--- config.mk ---
export PLATFORM = sky130hd
export DESIGN_NAME = ultrasonic_height_detector_top
export DESIGN_NICKNAME = d
export VERILOG_FILES = /design/src/hdl/uhd_pkg.sv /design/src/hdl/ultrasonic_height_detector_top.sv /design/src/hdl/uhd_front.sv /design/src/hdl/uhd_queue.sv /design/src/hdl/uhd_back.sv
export SDC_FILE = /design/constraint.sdc
export NUM_CORES = 1
export LEC_CHECK = 0
export BUFFER_PORTS_ARGS = -buffer_cell sky130_fd_sc_hd__buf_2
export CORE_ASPECT_RATIO = 0.6
export CORE_MARGIN = 3
export CORE_UTILIZATION = 30
export CTS_BUF_LIST = sky130_fd_sc_hd__clkbuf_2
export DETAILED_ROUTE_END_ITERATION = 8
export GPL_TIMING_DRIVEN = 0
export HOLD_SLACK_MARGIN = 0.1
export SYNTH_ARGS = -nofsm -noshare
export SYNTH_HDL_FRONTEND = slang
export SYNTH_SLANG_ARGS = --single-unit
export TNS_END_PERCENT = 50
--- constraint.sdc ---
create_clock -name clk -period 6.4 [get_ports clk]
set_input_delay 0.32 -clock clk [delete_from_list [all_inputs] [get_ports clk]]
set_output_delay 0.32 -clock clk [all_outputs]
set_load 0.03 [all_outputs]
--- src/hdl/uhd_pkg.sv ---
// Shared types, constants and helpers for the ultrasonic height detector.
// Used by every module under hdl; depends on nothing else.
`timescale 1ns / 1ps
`default_nettype none

package uhd_pkg;

  // Field widths
  localparam int EchoW   = 16;
  localparam int DistW   = 11;
  localparam int HeightW = 12;
  localparam int CountW  = 4;
  localparam int ProdW   = 24;   // echo * 153 fits in 24 bits
  localparam int RecipW  = 25;
  localparam int RecipSh = 37;

  // Conversion constants: dist = floor(us * 153 / 5800)
  localparam logic [7:0]        EchoScale = 8'd153;
  // ceil(2^37 / 5800): exact floor division for every 24-bit dividend
  localparam logic [RecipW-1:0] RecipMul  = 25'd23696372;

  // Configuration port
  localparam int CfgIdxW  = 4;
  localparam int CfgDataW = 4;
  localparam logic [CfgIdxW-1:0] CFG_IDX_CALIBRATE = 4'd0;
  localparam logic [CfgIdxW-1:0] CFG_IDX_MATCHES   = 4'd1;

  // Reset values
  localparam logic [CountW-1:0]         MatchesReset  = 4'd5;
  localparam logic signed [HeightW-1:0] PrevHeightRst = -12'sd1;
  localparam logic signed [HeightW-1:0] LastDetRst    = -12'sd99;
  localparam logic signed [HeightW-1:0] HeightMin     = -12'sd2048;
  localparam logic signed [HeightW-1:0] HeightMax     = 12'sd2047;
  localparam logic [CountW-1:0]         CountMax      = 4'd15;

  typedef logic [DistW-1:0]          dist_t;
  typedef logic signed [HeightW-1:0] height_t;

  typedef struct packed {
    logic              calibrate_mode;
    logic [CountW-1:0] required_matches;
  } cfg_t;

  // Saturate a 13-bit signed value to 12-bit signed.
  function automatic height_t sat12(input logic signed [HeightW:0] v);
    height_t r;
    if (v < 13'(signed'(HeightMin))) begin
      r = HeightMin;
    end else if (v > 13'(signed'(HeightMax))) begin
      r = HeightMax;
    end else begin
      r = v[HeightW-1:0];
    end
    return r;
  endfunction

endpackage

`default_nettype wire

--- src/hdl/ultrasonic_height_detector_top.sv ---
// Ultrasonic height detector with a stability filter: a user sees the stream ports here.
// Top level; instantiates uhd_front, uhd_queue and uhd_back, uses uhd_pkg.
`timescale 1ns / 1ps
`default_nettype none

// Each slave transaction carries one echo width in microseconds (0 means a
// timeout) and yields exactly one master transaction with the distance in cm,
// floor(us*153/5800), falling back to the last nonzero distance, the height
// (base minus distance, saturated to 12-bit signed), and a detection flag with
// the detected height. The block takes one transaction per cycle sustained
// while the master side accepts every cycle. A result passes four registers:
// the two multiplier stages of the front end, the queue and the output
// register of the filter. The first is loaded at the accepting edge, and the
// result is presented on the master side once the output register holds it.
// Configuration writes on the cfg channel are always taken; issue them only
// while no transaction is in flight. Register 0 is calibrate_mode, register 1
// is required_matches; other indexes are ignored.

module ultrasonic_height_detector_top (
  input  wire logic                         clk,
  input  wire logic                         rst,
  // Echo input
  input  wire logic                         s_tvalid,
  output logic                              s_tready,
  input  wire logic [15:0]                  s_tdata,   // [15:0] echo_duration_us
  // Result output
  output logic                              m_tvalid,
  input  wire logic                         m_tready,
  output logic [39:0]                       m_tdata,   // [10:0] distance_cm,
                                                       // [22:11] height_cm,
                                                       // [34:23] detected_cm,
                                                       // [39:35] zero
  output logic                              m_tuser,   // [0] detect_valid
  // Configuration writes
  input  wire logic                         cfg_valid,
  output logic                              cfg_ready,
  input  wire logic [uhd_pkg::CfgIdxW-1:0]  cfg_index,
  input  wire logic [uhd_pkg::CfgDataW-1:0] cfg_data
);

  uhd_pkg::cfg_t    cfg;
  logic             fq_valid;
  logic             fq_ready;
  uhd_pkg::dist_t   fq_dist;
  logic             qb_valid;
  logic             qb_ready;
  uhd_pkg::dist_t   qb_dist;
  uhd_pkg::dist_t   res_dist;
  uhd_pkg::height_t res_height;
  uhd_pkg::height_t res_detected;

  // Configuration registers: take every write, drop unknown indexes
  assign cfg_ready = 1'b1;

  always_ff @(posedge clk) begin
    if (rst) begin
      cfg.calibrate_mode   <= 1'b0;
      cfg.required_matches <= uhd_pkg::MatchesReset;
    end else if (cfg_valid && cfg_ready) begin
      case (cfg_index)
        uhd_pkg::CFG_IDX_CALIBRATE: cfg.calibrate_mode   <= cfg_data[0];
        uhd_pkg::CFG_IDX_MATCHES:   cfg.required_matches <= cfg_data[uhd_pkg::CountW-1:0];
        default: ;
      endcase
    end
  end

  // Front end: echo width to centimetres
  uhd_front u_front (
    .clk       (clk),
    .rst       (rst),
    .in_valid  (s_tvalid),
    .in_ready  (s_tready),
    .in_echo   (s_tdata),
    .out_valid (fq_valid),
    .out_ready (fq_ready),
    .out_dist  (fq_dist)
  );

  // Queue: lets the front end keep going while the output stalls
  uhd_queue u_queue (
    .clk       (clk),
    .rst       (rst),
    .in_valid  (fq_valid),
    .in_ready  (fq_ready),
    .in_dist   (fq_dist),
    .out_valid (qb_valid),
    .out_ready (qb_ready),
    .out_dist  (qb_dist)
  );

  // Back end: filter, detection and output register
  uhd_back u_back (
    .clk          (clk),
    .rst          (rst),
    .cfg          (cfg),
    .in_valid     (qb_valid),
    .in_ready     (qb_ready),
    .in_dist      (qb_dist),
    .out_valid    (m_tvalid),
    .out_ready    (m_tready),
    .out_dist     (res_dist),
    .out_height   (res_height),
    .out_detect   (m_tuser),
    .out_detected (res_detected)
  );

  // Pack the result, lowest field first, padded to whole bytes
  assign m_tdata = {5'b00000, res_detected, res_height, res_dist};

endmodule

`default_nettype wire

--- src/hdl/uhd_front.sv ---
// Front end: accepts echo widths and converts them to centimetres.
// Two multiplier stages; uses uhd_pkg.
`timescale 1ns / 1ps
`default_nettype none

module uhd_front (
  input  wire logic                      clk,
  input  wire logic                      rst,
  input  wire logic                      in_valid,
  output logic                           in_ready,
  input  wire logic [uhd_pkg::EchoW-1:0] in_echo,
  output logic                           out_valid,
  input  wire logic                      out_ready,
  output uhd_pkg::dist_t                 out_dist
);

  logic                        s1_valid;
  logic [uhd_pkg::ProdW-1:0]   s1_prod;
  logic                        s2_valid;
  uhd_pkg::dist_t              s2_dist;
  logic                        en1;
  logic                        en2;
  logic [48:0]                 recip_prod;

  assign en2      = !s2_valid || out_ready;
  assign en1      = !s1_valid || en2;
  assign in_ready = en1;

  assign recip_prod = 49'(s1_prod) * 49'(uhd_pkg::RecipMul);

  always_ff @(posedge clk) begin
    if (rst) begin
      s1_valid <= 1'b0;
      s2_valid <= 1'b0;
    end else begin
      if (en1) s1_valid <= in_valid;
      if (en2) s2_valid <= s1_valid;
    end
  end

  always_ff @(posedge clk) begin
    if (en1) begin
      s1_prod <= uhd_pkg::ProdW'(in_echo) * uhd_pkg::ProdW'(uhd_pkg::EchoScale);
    end
    if (en2) begin
      s2_dist <= recip_prod[uhd_pkg::RecipSh+uhd_pkg::DistW-1:uhd_pkg::RecipSh];
    end
  end

  assign out_valid = s2_valid;
  assign out_dist  = s2_dist;

endmodule

`default_nettype wire

--- src/hdl/uhd_queue.sv ---
// Two-entry queue between the front end and the back end.
// Holds distances; uses uhd_pkg.
`timescale 1ns / 1ps
`default_nettype none

module uhd_queue (
  input  wire logic     clk,
  input  wire logic     rst,
  input  wire logic     in_valid,
  output logic          in_ready,
  input  wire uhd_pkg::dist_t in_dist,
  output logic          out_valid,
  input  wire logic     out_ready,
  output uhd_pkg::dist_t out_dist
);

  uhd_pkg::dist_t entry [2];
  logic           wr_ptr;
  logic           rd_ptr;
  logic [1:0]     count;
  logic           push;
  logic           pop;

  assign in_ready  = (count != 2'd2);
  assign out_valid = (count != 2'd0);
  assign push      = in_valid && in_ready;
  assign pop       = out_valid && out_ready;
  assign out_dist  = entry[rd_ptr];

  always_ff @(posedge clk) begin
    if (rst) begin
      wr_ptr <= 1'b0;
      rd_ptr <= 1'b0;
      count  <= 2'd0;
    end else begin
      if (push) wr_ptr <= !wr_ptr;
      if (pop)  rd_ptr <= !rd_ptr;
      case ({push, pop})
        2'b10:   count <= count + 2'd1;
        2'b01:   count <= count - 2'd1;
        default: count <= count;
      endcase
    end
  end

  always_ff @(posedge clk) begin
    if (push) entry[wr_ptr] <= in_dist;
  end

endmodule

`default_nettype wire

--- src/hdl/uhd_back.sv ---
// Back end: distance fallback, height, stability filter and detection.
// Holds the filter state and the output register; uses uhd_pkg.
`timescale 1ns / 1ps
`default_nettype none

module uhd_back (
  input  wire logic       clk,
  input  wire logic       rst,
  input  wire uhd_pkg::cfg_t cfg,
  input  wire logic       in_valid,
  output logic            in_ready,
  input  wire uhd_pkg::dist_t in_dist,
  output logic            out_valid,
  input  wire logic       out_ready,
  output uhd_pkg::dist_t  out_dist,
  output uhd_pkg::height_t out_height,
  output logic            out_detect,
  output uhd_pkg::height_t out_detected
);

  // Filter state
  uhd_pkg::dist_t              backup_distance;
  uhd_pkg::height_t            previous_height;
  logic [uhd_pkg::CountW-1:0]  match_count;
  uhd_pkg::height_t            held_height;
  uhd_pkg::height_t            last_detection;
  uhd_pkg::height_t            base_height;

  uhd_pkg::dist_t              backup_distance_next;
  uhd_pkg::height_t            previous_height_next;
  logic [uhd_pkg::CountW-1:0]  match_count_next;
  uhd_pkg::height_t            held_height_next;
  uhd_pkg::height_t            last_detection_next;
  uhd_pkg::height_t            base_height_next;

  uhd_pkg::dist_t              cur_dist;
  uhd_pkg::height_t            height;
  logic [uhd_pkg::CountW-1:0]  need;
  logic [uhd_pkg::CountW-1:0]  count_inc;
  logic                        fire;
  uhd_pkg::height_t            det;
  logic                        take;

  assign in_ready = !out_valid || out_ready;
  assign take     = in_valid && in_ready;

  always_comb begin
    backup_distance_next = backup_distance;
    previous_height_next = previous_height;
    match_count_next     = match_count;
    held_height_next     = held_height;
    last_detection_next  = last_detection;
    base_height_next     = base_height;
    fire                 = 1'b0;
    det                  = '0;

    // Fall back to the last nonzero distance on a timeout
    if (in_dist != '0) begin
      cur_dist             = in_dist;
      backup_distance_next = in_dist;
    end else begin
      cur_dist = backup_distance;
    end

    height = uhd_pkg::sat12(13'(base_height) - signed'({2'b00, cur_dist}));
    need   = (cfg.required_matches == '0) ? 4'd1 : cfg.required_matches;
    count_inc = (match_count < uhd_pkg::CountMax) ? match_count + 4'd1 : match_count;

    if (height == previous_height) begin
      held_height_next = height;
      match_count_next = count_inc;
      if (count_inc >= need) begin
        // Restart qualification whether or not this fires
        previous_height_next = uhd_pkg::PrevHeightRst;
        match_count_next     = '0;
        if (height != last_detection) begin
          fire                = 1'b1;
          det                 = height;
          last_detection_next = height;
          if (cfg.calibrate_mode) begin
            base_height_next    = uhd_pkg::sat12(-13'(height));
            last_detection_next = uhd_pkg::PrevHeightRst;
          end
        end
      end
    end else begin
      match_count_next     = '0;
      previous_height_next = height;
    end
  end

  always_ff @(posedge clk) begin
    if (rst) begin
      backup_distance <= '0;
      previous_height <= uhd_pkg::PrevHeightRst;
      match_count     <= '0;
      held_height     <= '0;
      last_detection  <= uhd_pkg::LastDetRst;
      base_height     <= '0;
      out_valid       <= 1'b0;
    end else begin
      if (take) begin
        backup_distance <= backup_distance_next;
        previous_height <= previous_height_next;
        match_count     <= match_count_next;
        held_height     <= held_height_next;
        last_detection  <= last_detection_next;
        base_height     <= base_height_next;
        out_valid       <= 1'b1;
      end else if (out_ready) begin
        out_valid <= 1'b0;
      end
    end
  end

  always_ff @(posedge clk) begin
    if (take) begin
      out_dist     <= cur_dist;
      out_height   <= height;
      out_detect   <= fire;
      out_detected <= det;
    end
  end

endmodule

`default_nettype wire
=== After elaboration in Yosys (flattened, before gate mapping) ===
Memories as Yosys holds them, arrays and structs flattened. A register that Yosys moved wholly into a read port is not among the register bits.
Index checks and enable logic that the tools add are counted.

* Reductions and logical operators: 23
* $add $sub $neg: 5
* Multipliers: 2
* Multiplexer cells: 20
* Eq/ne operators: 7
* Divide/modulo/power cells: 0
* Shift operators: 0
* Bitwise gates (word level): 0
* Order comparisons: 6

{| class="wikitable"
|+ Operators by type and width
! kind !! number
|-
| 12-bit 2-to-1 mux || 7
|-
| 24-bit by 23-bit multiplier with 46-bit output, second input constant || 1
|-
| 13-bit by 12-bit > comparator with 1-bit output, second input constant || 2
|-
| 13-bit by 12-bit less-than comparator with 1-bit output, second input constant || 2
|-
| 16-bit by 8-bit multiplier with 24-bit output, second input constant || 1
|-
| 4-bit 2-to-1 mux || 4
|-
| 12-bit negator with 13-bit output || 1
|-
| 12-bit by 12-bit subtractor with 13-bit output || 1
|-
| 12-bit equality test || 1
|-
| 12-bit inequality test || 1
|-
| 11-bit 2-to-1 mux || 1
|-
| 11-bit nonzero test || 1
|-
| 4-bit logical NOT || 2
|-
| 2-bit AND reduction || 4
|-
| 1-bit 2-to-1 mux || 7
|-
| 2-bit nonzero test || 3
|-
| 1-bit logical NOT || 5
|-
| 5-bit AND reduction || 1
|-
| 4-bit by 1-bit adder with 4-bit output, second input constant || 1
|-
| 4-bit by 1-bit equality test with 1-bit output, second input constant || 1
|-
| 4-bit >= comparator || 1
|-
| 4-bit less-than comparator, second input constant || 1
|-
| 2-bit inequality test, second input constant || 2
|-
| 2-bit case mux with 2 select lines || 1
|-
| other kinds (8) || 11
|}

* RAM bits: 22
* Flip-flop bits (word level): 134
* Memories: 1
* ROM bits: 0
* Latch bits: 0
* Input bits: 29
* Output and inout port bits: 44
* Logic and storage cells: 83

{| class="wikitable"
|+ Memories
! memory !! depth !! bits a word !! rd ports !! clocked after memory_dff !! write ports !! line !! text
|-
| u_queue.entry || 2 || 11 || 1 || 1 || 1 || uhd_queue.sv:17 || <nowiki>uhd_pkg::dist_t entry [2];</nowiki>
|}

=== Logic depth before layout (Yosys ltp) ===
Gate-level depths: netlist of the first run.

* Depth in word-level cells: 10
* Gate-level depth with buffers: 30
* Depth with buffers taken out: 27

=== Cells and area by module ===
Synthesis of the first run repeated with hierarchy kept, for this count alone.

* Cells, all modules: 2073
* Area, all modules: 20492.2 µm²

{| class="wikitable"
|+ By module, submodules not included
! module !! cells an instance !! seq. area each (µm²) !! times used !! area each (µm²)
|-
| uhd_front || 1258 || 1091.0 || 1 || 12914.9
|-
| uhd_back || 724 || 2122.0 || 1 || 6259.8
|-
| uhd_queue || 58 || 760.7 || 1 || 1012.2
|-
| ultrasonic_height_detector_top || 33 || 100.1 || 1 || 305.3
|}

=== Worst setup path before layout of the first run ===
No wires, ideal clock.

* Path kind: register -> register
* From: memory u_queue.entry[1][7] (netlist name)
* To: register u_back.base_height[10]
* Slack: -0.291 ns
* Library setup time: 0.074 ns
* Data arrival time: 6.617 ns
* Period minus slack after synthesis: 6.691 ns
* Stages on the path, launching flop included: 27
* Required time: 6.326 ns
* Path buffers: 3
* Cell sequence: edfxtp_1 > or4_1 > or3_4 > a211oi_4 > buf_6 > a221oi_1 > ha_1 > nor2b_1 > a211oi_1 > or2_2 > nor3_1 > o211ai_1 > a211oi_4 > o31a_1 > buf_4 > o2111ai_4 > a31oi_1 > ha_1 > inv_1 > a31oi_1 > nand3_1 > nor2_1 > o41a_1 > nand3_4 > or4_4 > buf_6 > o211ai_2

{| class="wikitable"
|+ RTL lines
! element !! line !! text
|-
| start: declaration || uhd_queue.sv:17 ||
|-
| end signal: assignment || uhd_back.sv:108 || <nowiki>base_height <= base_height_next;</nowiki>
|-
| end: declaration || uhd_back.sv:27 || <nowiki>uhd_pkg::height_t base_height;</nowiki>
|}

=== Final worst setup path of the first run ===
* From: register u_front.s1_prod[9] (netlist name)
* To: register u_front.s2_dist[10], in the netlist u_front.out_dist[10], data pin

* Word-level cells in the longest chain between the ends: 1

{| class="wikitable"
|+ Ends and longest elaborated chain
! element !! line !! text
|-
| start: declaration || uhd_front.sv:18 || <nowiki>logic [uhd_pkg::ProdW-1:0] s1_prod;</nowiki>
|-
| start signal: assignment || uhd_front.sv:43 || <nowiki>s1_prod <= uhd_pkg::ProdW'(in_echo) * uhd_pkg::ProdW'(uhd_pkg::EchoScale);</nowiki>
|-
| 24-bit by 23-bit multiplier with 46-bit output || uhd_front.sv:29 || <nowiki>assign recip_prod = 49'(s1_prod) * 49'(uhd_pkg::RecipMul);</nowiki>
|-
| named net u_front.recip_prod[47] || uhd_front.sv:23 || <nowiki>logic [48:0] recip_prod;</nowiki>
|-
| end signal: assignment || uhd_front.sv:46 || <nowiki>s2_dist <= recip_prod[uhd_pkg::RecipSh+uhd_pkg::DistW-1:uhd_pkg::RecipSh];</nowiki>
|-
| end: declaration || uhd_front.sv:20 || <nowiki>uhd_pkg::dist_t s2_dist;</nowiki>
|}

The timed path passes the listed nets, and every way through them passes these cells.
A chain may end at the register's enable or synchronous reset.

==> impl_metrics.toml, run 1 <==
[clocking]
clk_pin_slew_worst_paths_ns = 0.28
clk_path_buf_depth = 2
tritoncts = "built"
clkSinkCount = 157
htreeDepth = 4
cts-root-buf = "clkbuf_2"
clk_latency_ns = 0.87
numCtsBuffers = 17

[sta]
slew_viol_final = 0
setup_violations = 11
period_share_pct = 105
grt_setup_unrepaired = "true"
tightest_slew_ns = 1.21
slew_headroom_pct = 18.8
min_period_ns = 6.74
hold_violations = 0
finalClockSkew_ns = 0.0790
fin_ws_ns = -0.338
max_freq_ghz = 0.148

[floorplanning]
die_y_um = 203
die-area_mm2 = 0.0676
io_pins = 73
core_mm2 = 0.0632
die_x_um = 334
start_util_pct = 30.6
row_count = 71

[synthesis]
synth_edf_count = 93
async_reset_ff_share_pct = 0
synth_top_area_share_pct = 25.6
yosys_warnings = 0
synth_ff_type = "edfxtp_1"
netlist_top_cells_count = "inv_1, ha_1, fa_1"
yosysSeqAreaShare_pct = 21.1
synth_cells = 1867
syn_area_mm2 = 0.0193
ys_types = 99
synthMostInstantiatedCell = "inv_1"
synth.area.top_cells = "fa_1, ha_1, edfxtp_1"
yosysTopAreaCell = "fa_1"
ys_ff_latch = 157
syn_area_per_cell_um2 = 10.4

[grt]
grt_pass1_wl_um = 80900
grt_use_total_pct = 15.3
grt-ovfl-total = 0
grt_pass1_vias = 14400
antenna_found_initial = 1
grt_max_degree = 26

[route]
drt_iter0_markers = 1051
routed_via_density = 4.78
drc = 0
drtAntennaViolNets = 0
routedWlPerCell_um = 17.4
wirelength_um = 51100
firstDrtPassIters = 5
vias = 14100

[finish]
layoutNonFillerInstCount = 2940
drive_gt1_share_pct = 17.6
area_delta_synth_final_pct = 18.0
nNetsFinal = 2672

[critical_path]
worstReg2RegEnd = "u_front.out_dist[10]"
worstSetupPathType = "reg -> reg"
reg2reg_depth = 27
cp_common_cell = "fa_1"
slowest_delay_ns = 0.65
slowest_stage = "edfxtp_1"
critPathLaunch = "u_front.s1_prod[9]"
path_buf_inv = 5
crit_end = "u_front.out_dist[10]"
critPathLaunchType = "flop"
cp_max_fo = 4
cp.required_ns = 7.05
rrSetupSlack_ns = -0.34
crit_arrival_ns = 7.39
path_delay_family = "adder cells"
worstSetupEndpointType = "flop"
crit_cells = 27
r2r-start = "u_front.s1_prod[9]"

[place]
dp.cells = 2776
gp_congestion = 0.893
io_buffers = 65
detailed_place_hpwl_um = 40800

[run]
drv_cap = 0

[outcome]
outcome = "finished with violations"
violations = "negative setup slack"

[worst_hold_path]
hold_class = "in -> reg"
[worst min-delay path, stage by stage]
cell and delay [ns]:
buf_2 0.15, ha_1 0.16, ha_1 0.12, ha_1 0.12, ha_1 0.12
[cell usage in the layout, fill, tap and decap left out, types with 46 or more instances in the layout]
cell,count
edfxtp_1,93
buf_2,70
dfxtp_1,64
xnor2_1,46
nand2_1,56
buf_4,103
a21oi_1,47
nor2_1,85
ha_1,301
fa_1,245
inv_1,414
[how the worst min path moves through the flow]
stage / from / to / slack, ns / cells after the start
final: s_tdata[5] / u_front.s1_prod[5] / 0.26 / 5
after global routing: s_tdata[0] / u_front.s1_prod[0] / 0.16 / 2
after CTS: s_tdata[5] / u_front.s1_prod[5] / 0.14 / 5
after detailed placement: u_front.out_dist[7] / u_queue.entry[1][7] / 0.44 / 0
after global placement: u_front.out_dist[5] / u_queue.entry[0][5] / 0.43 / 0
after floorplan: s_tdata[0] / u_front.s1_prod[0] / 0.42 / 0
[timing repair]
item	4_1_cts	5_1_grt
pin swaps	55	51
cloned	0	1
hold buffers	22	0
endpoints found under the hold margin	20	0
setup buffers	78	32
endpoints found under the setup margin	64	61
gates resized for setup	65	82
[state kept, by name, summed over array words and instances, names as in the netlist, named ones only]
signal,count
u_queue.count,2
u_back.out_dist,11
u_back.out_detect,1
u_back.base_height,12
u_back.backup_distance,11
u_queue.rd_ptr,1
u_back.out_valid,1
u_front.out_valid,1
u_front.s1_prod,24
u_back.previous_height,12
u_front.out_dist,11
cfg,5
u_back.out_height,12
u_back.match_count,4
u_front.s1_valid,1
u_back.out_detected,12
u_queue.wr_ptr,1
u_queue.entry,22
u_back.last_detection,12
[routing by layer]
metal	global-route usage [%]	vias up	share of wire, %	wire length (µm)
met5	0	-	0	0
met4	2.06	0	0.82	420
met3	4.64	37	8.2	4210
met2	20.8	398	39	19900
met1	23.9	6964	52	26600
li1	-	6653	-	-
[through the flow]
step	setup TNS, ns	cell area [µm²]	setup WS [ns]	hold slack (ns)	utilization, %
global placement	-47.47	20800	-1.30	0.428	32.9
floorplan	0	19400	0.0232	0.419	-
global route	-7.35	22800	-0.622	0.159	36.1
detailed placement	-51.51	20800	-1.37	0.443	32.9
finish	-2.36	22800	-0.338	0.256	36.1
CTS	-2.04	22100	-0.374	0.137	35.0
[final cells by class]
class	count	area, µm²
well taps	839	1050
clock buffers	19	95.1
fillers	6267	40400
diodes	1	2.50
flip-flops and latches	157	4070
plain buffers	43	267
repair buffers	199	1530
multi-input cells	1242	14100
clock inverters	13	126
inverters	427	1610
[logic make-up after synthesis]
kind of cell             count (synthesis)  share of synthesized area [%]
adder cells (fa/ha/maj)                558                           45.7
AND/OR/NAND/NOR                        324                           8.85
XOR/XNOR                                66                           2.99
buffers and inverters                  472                           9.47
AO/OA/AOI/OAI                          266                           10.7
multiplexers                            22                           1.17
flip-flops                             157                           21.1
other                                    2                         0.0389
Power of run 1 is not shown: default switching activity piles up to over one toggle a cycle in this logic, so the estimate is an artifact.
==> inputs of run 2 (changes only) <==
- ABC_AREA: not set -> 1
- CAP_MARGIN: not set -> 20
==> run 2 against run 1 <==
  * Synthesized area decreased by 1.7%
  * Critical path depth down 3
  * Non-clock buffer count fell by 37
  * Critical path type unchanged
  * The run now ends clean
  * Sequential share of layout area grew 0.63 points
==> impl_metrics.toml, run 2 <==
[outcome]
outcome = "finished clean"

[route]
vias = 14200
drt_iter0_markers = 1013
drc = 0
firstDrtPassIters = 7
wirelength_um = 48100
drtAntennaViolNets = 0
routed_via_density = 4.58
routedWlPerCell_um = 15.5

[sta]
slew_viol_final = 0
fin_ws_ns = 0.0306
slew_headroom_pct = 35.6
holdWs_ns = 0.252
setup_violations = 0
grt_setup_unrepaired = "true"
max_freq_ghz = 0.157
finalClockSkew_ns = 0.0530
period_share_pct = 99.5
min_period_ns = 6.37
hold_violations = 0
tightest_slew_ns = 0.962

[finish]
largest_register_ffs = 24
reg_top3 = "u_front.s1_prod (24), u_queue.entry (22)"
postLayoutCellArea_mm2 = 0.0220
final_common_cell = "inv_1"
nNetsFinal = 2841
regMostFlops = "u_front.s1_prod"
area_delta_synth_final_pct = 15.9
mostFrequentLayoutCells = "inv_1, ha_1, nand2_1"
drive_gt1_share_pct = 13.7

[critical_path]
cp_common_cell = "fa_1"
slowest_delay_ns = 0.55
rrSetupSlack_ns = 0.03
cp_max_fo = 3
crit_arrival_ns = 7.06
cp_cell_sequence = "buf_4 > ha_1 > fa_1 > inv_1 > fa_1 > inv_1 > fa_1 > fa_1 > inv_1 > fa_1 > inv_1 > fa_1 > ha_4 > nand4_1 > nor3_1 > a21boi_4 > o21ai_2 > nand2_1 > nand2_1 > a21oi_2 > o21bai_2 > nand2_1 > o2111ai_2 > xor2_1"
worstSetupEndpointType = "flop"
slowest_stage = "fa_1"
cp.required_ns = 7.09
reg2reg_depth = 24
critPathLaunchType = "flop"
worstReg2RegEnd = "u_front.out_dist[10]"
worstSetupPathType = "reg -> reg"
r2r-start = "u_front.s1_prod[3]"

[synthesis]
synth.area.top_cells = "fa_1, ha_1, edfxtp_1"
synthMostInstantiatedCell = "inv_1"
synth_edf_count = 93
ys_ff_latch = 157
synth_top_area_share_pct = 26.0
ys_types = 53
synth_ff_type = "edfxtp_1"
yosys_warnings = 0
synth_cells = 2056
syn_area_mm2 = 0.0190
syn_area_per_cell_um2 = 9.24
netlist_top_cells_count = "inv_1, ha_1, nand2_1"
yosysTopAreaCell = "fa_1"
yosysSeqAreaShare_pct = 21.4
async_reset_ff_share_pct = 0

[place]
placed_cell_area_mm2 = 0.0204
place_ws_ns = -1.33
io_buffers = 66
detailed_place_hpwl_um = 39100
gp_congestion = 0.927

[floorplanning]
core_mm2 = 0.0617
die-area_mm2 = 0.0665
die_y_um = 201
io_pins = 73
start_util_pct = 30.8
row_count = 70
die_x_um = 331

[clocking]
clkSinkCount = 157
clk_path_buf_depth = 2
tritoncts = "built"
clk_latency_ns = 0.85
clk_pin_slew_worst_paths_ns = 0.25
cts-root-buf = "clkbuf_2"
numCtsBuffers = 17
htreeDepth = 4

[worst_hold_path]
hold_class = "in -> reg"
holdPathEnd = "u_front.s1_prod[5]"
hold_start = "s_tdata[5]"
hold_depth = 5

[grt]
grt_max_degree = 38
grt_pass1_wl_um = 79000
antenna_found_initial = 1
grt_use_total_pct = 15.1
grt_pass1_vias = 15000
grt-ovfl-total = 0

[run]
drv_cap = 0
==> run 2: cell types whose count changed after synthesis, moves of 20 or more <==
cell	delta
nand2_1	+222
inv_1	+72
nand3_1	+68
o21ai_0	+48
xnor2_1	-37
a21oi_1	+36
nand2b_1	-25
xor2_1	+23
a21o_1	-20
==> run 2: how the worst max path moves through the flow <==
stage,from,to,cells past startpoint
final,u_front.s1_prod[3],u_front.out_dist[10],24
after global routing,u_front.s1_prod[12],u_front.out_dist[10],25
after CTS,u_front.s1_prod[11],u_front.out_dist[9],24
after detailed placement,u_front.s1_prod[14],u_front.out_dist[9],23
after global placement,u_front.s1_prod[14],u_front.out_dist[9],23
after floorplan,u_front.s1_prod[11],u_front.out_dist[9],23
==> run 2: cell type report <==
type | count | area (µm²)
multi-input cells | 1369 | 13200
repair buffers | 177 | 1350
well taps | 828 | 1040
inverters | 506 | 1900
clock inverters | 13 | 155
flip-flops and latches | 157 | 4070
plain buffers | 28 | 175
fillers | 6175 | 39700
diodes | 2 | 5.00
clock buffers | 19 | 95.1
==> run 2: kinds of logic (layout without fill, tap and decap cells) <==
| kind of cell | after synthesis | in the layout | synth area share (%) |
|---|---|---|---|
| AO/OA/AOI/OAI | 211 | 211 | 6.06 |
| XOR/XNOR | 53 | 53 | 2.48 |
| adder cells (fa/ha/maj) | 556 | 556 | 46.4 |
| buffers and inverters | 534 | 743 | 10.9 |
| flip-flops | 157 | 157 | 21.4 |
| multiplexers | 1 | 1 | 0.0592 |
| other | 2 | 8 | 0.0395 |
| AND/OR/NAND/NOR | 542 | 542 | 12.7 |
==> run 2: timing repair <==
item,CTS,global route
endpoints found under the hold margin,28,0
buffers inserted,76,6
hold buffers,27,0
setup endpoints to repair,11,10
resized for setup,62,22
pin swaps,48,17
==> run 2: worst max-delay path: cells and delay by family, from the launching register on <==
family	cells	cell delay (ns)
buffers and inverters	5	0.41
and+or+nand+nor	5	0.75
xor gates and xnor gates	1	0.21
adders and majority gates	8	3.81
DFF	1	0.47
AOI/OAI and AO/OA	5	0.61
==> run 2: layer usage <==
metal | routed length, µm | global-route usage (%)
met3 | 3430 | 3.02
met1 | 25000 | 23.8
met2 | 19000 | 20.9
met5 | 0 | 0
met4 | 585 | 3.18
==> run 2: metrics by stage <==
step                      utilization, %  setup TNS [ns]  std cells
after detailed placement            33.1           -8.76       2956
after floorplan                        -               0       2060
after global routing                35.7           -1.06       3098
after CTS                           35.4         -0.0559       3091
after global placement              33.0           -8.56       2954
final                               35.7               0       3099
Power of run 2 is left out for the same reason.
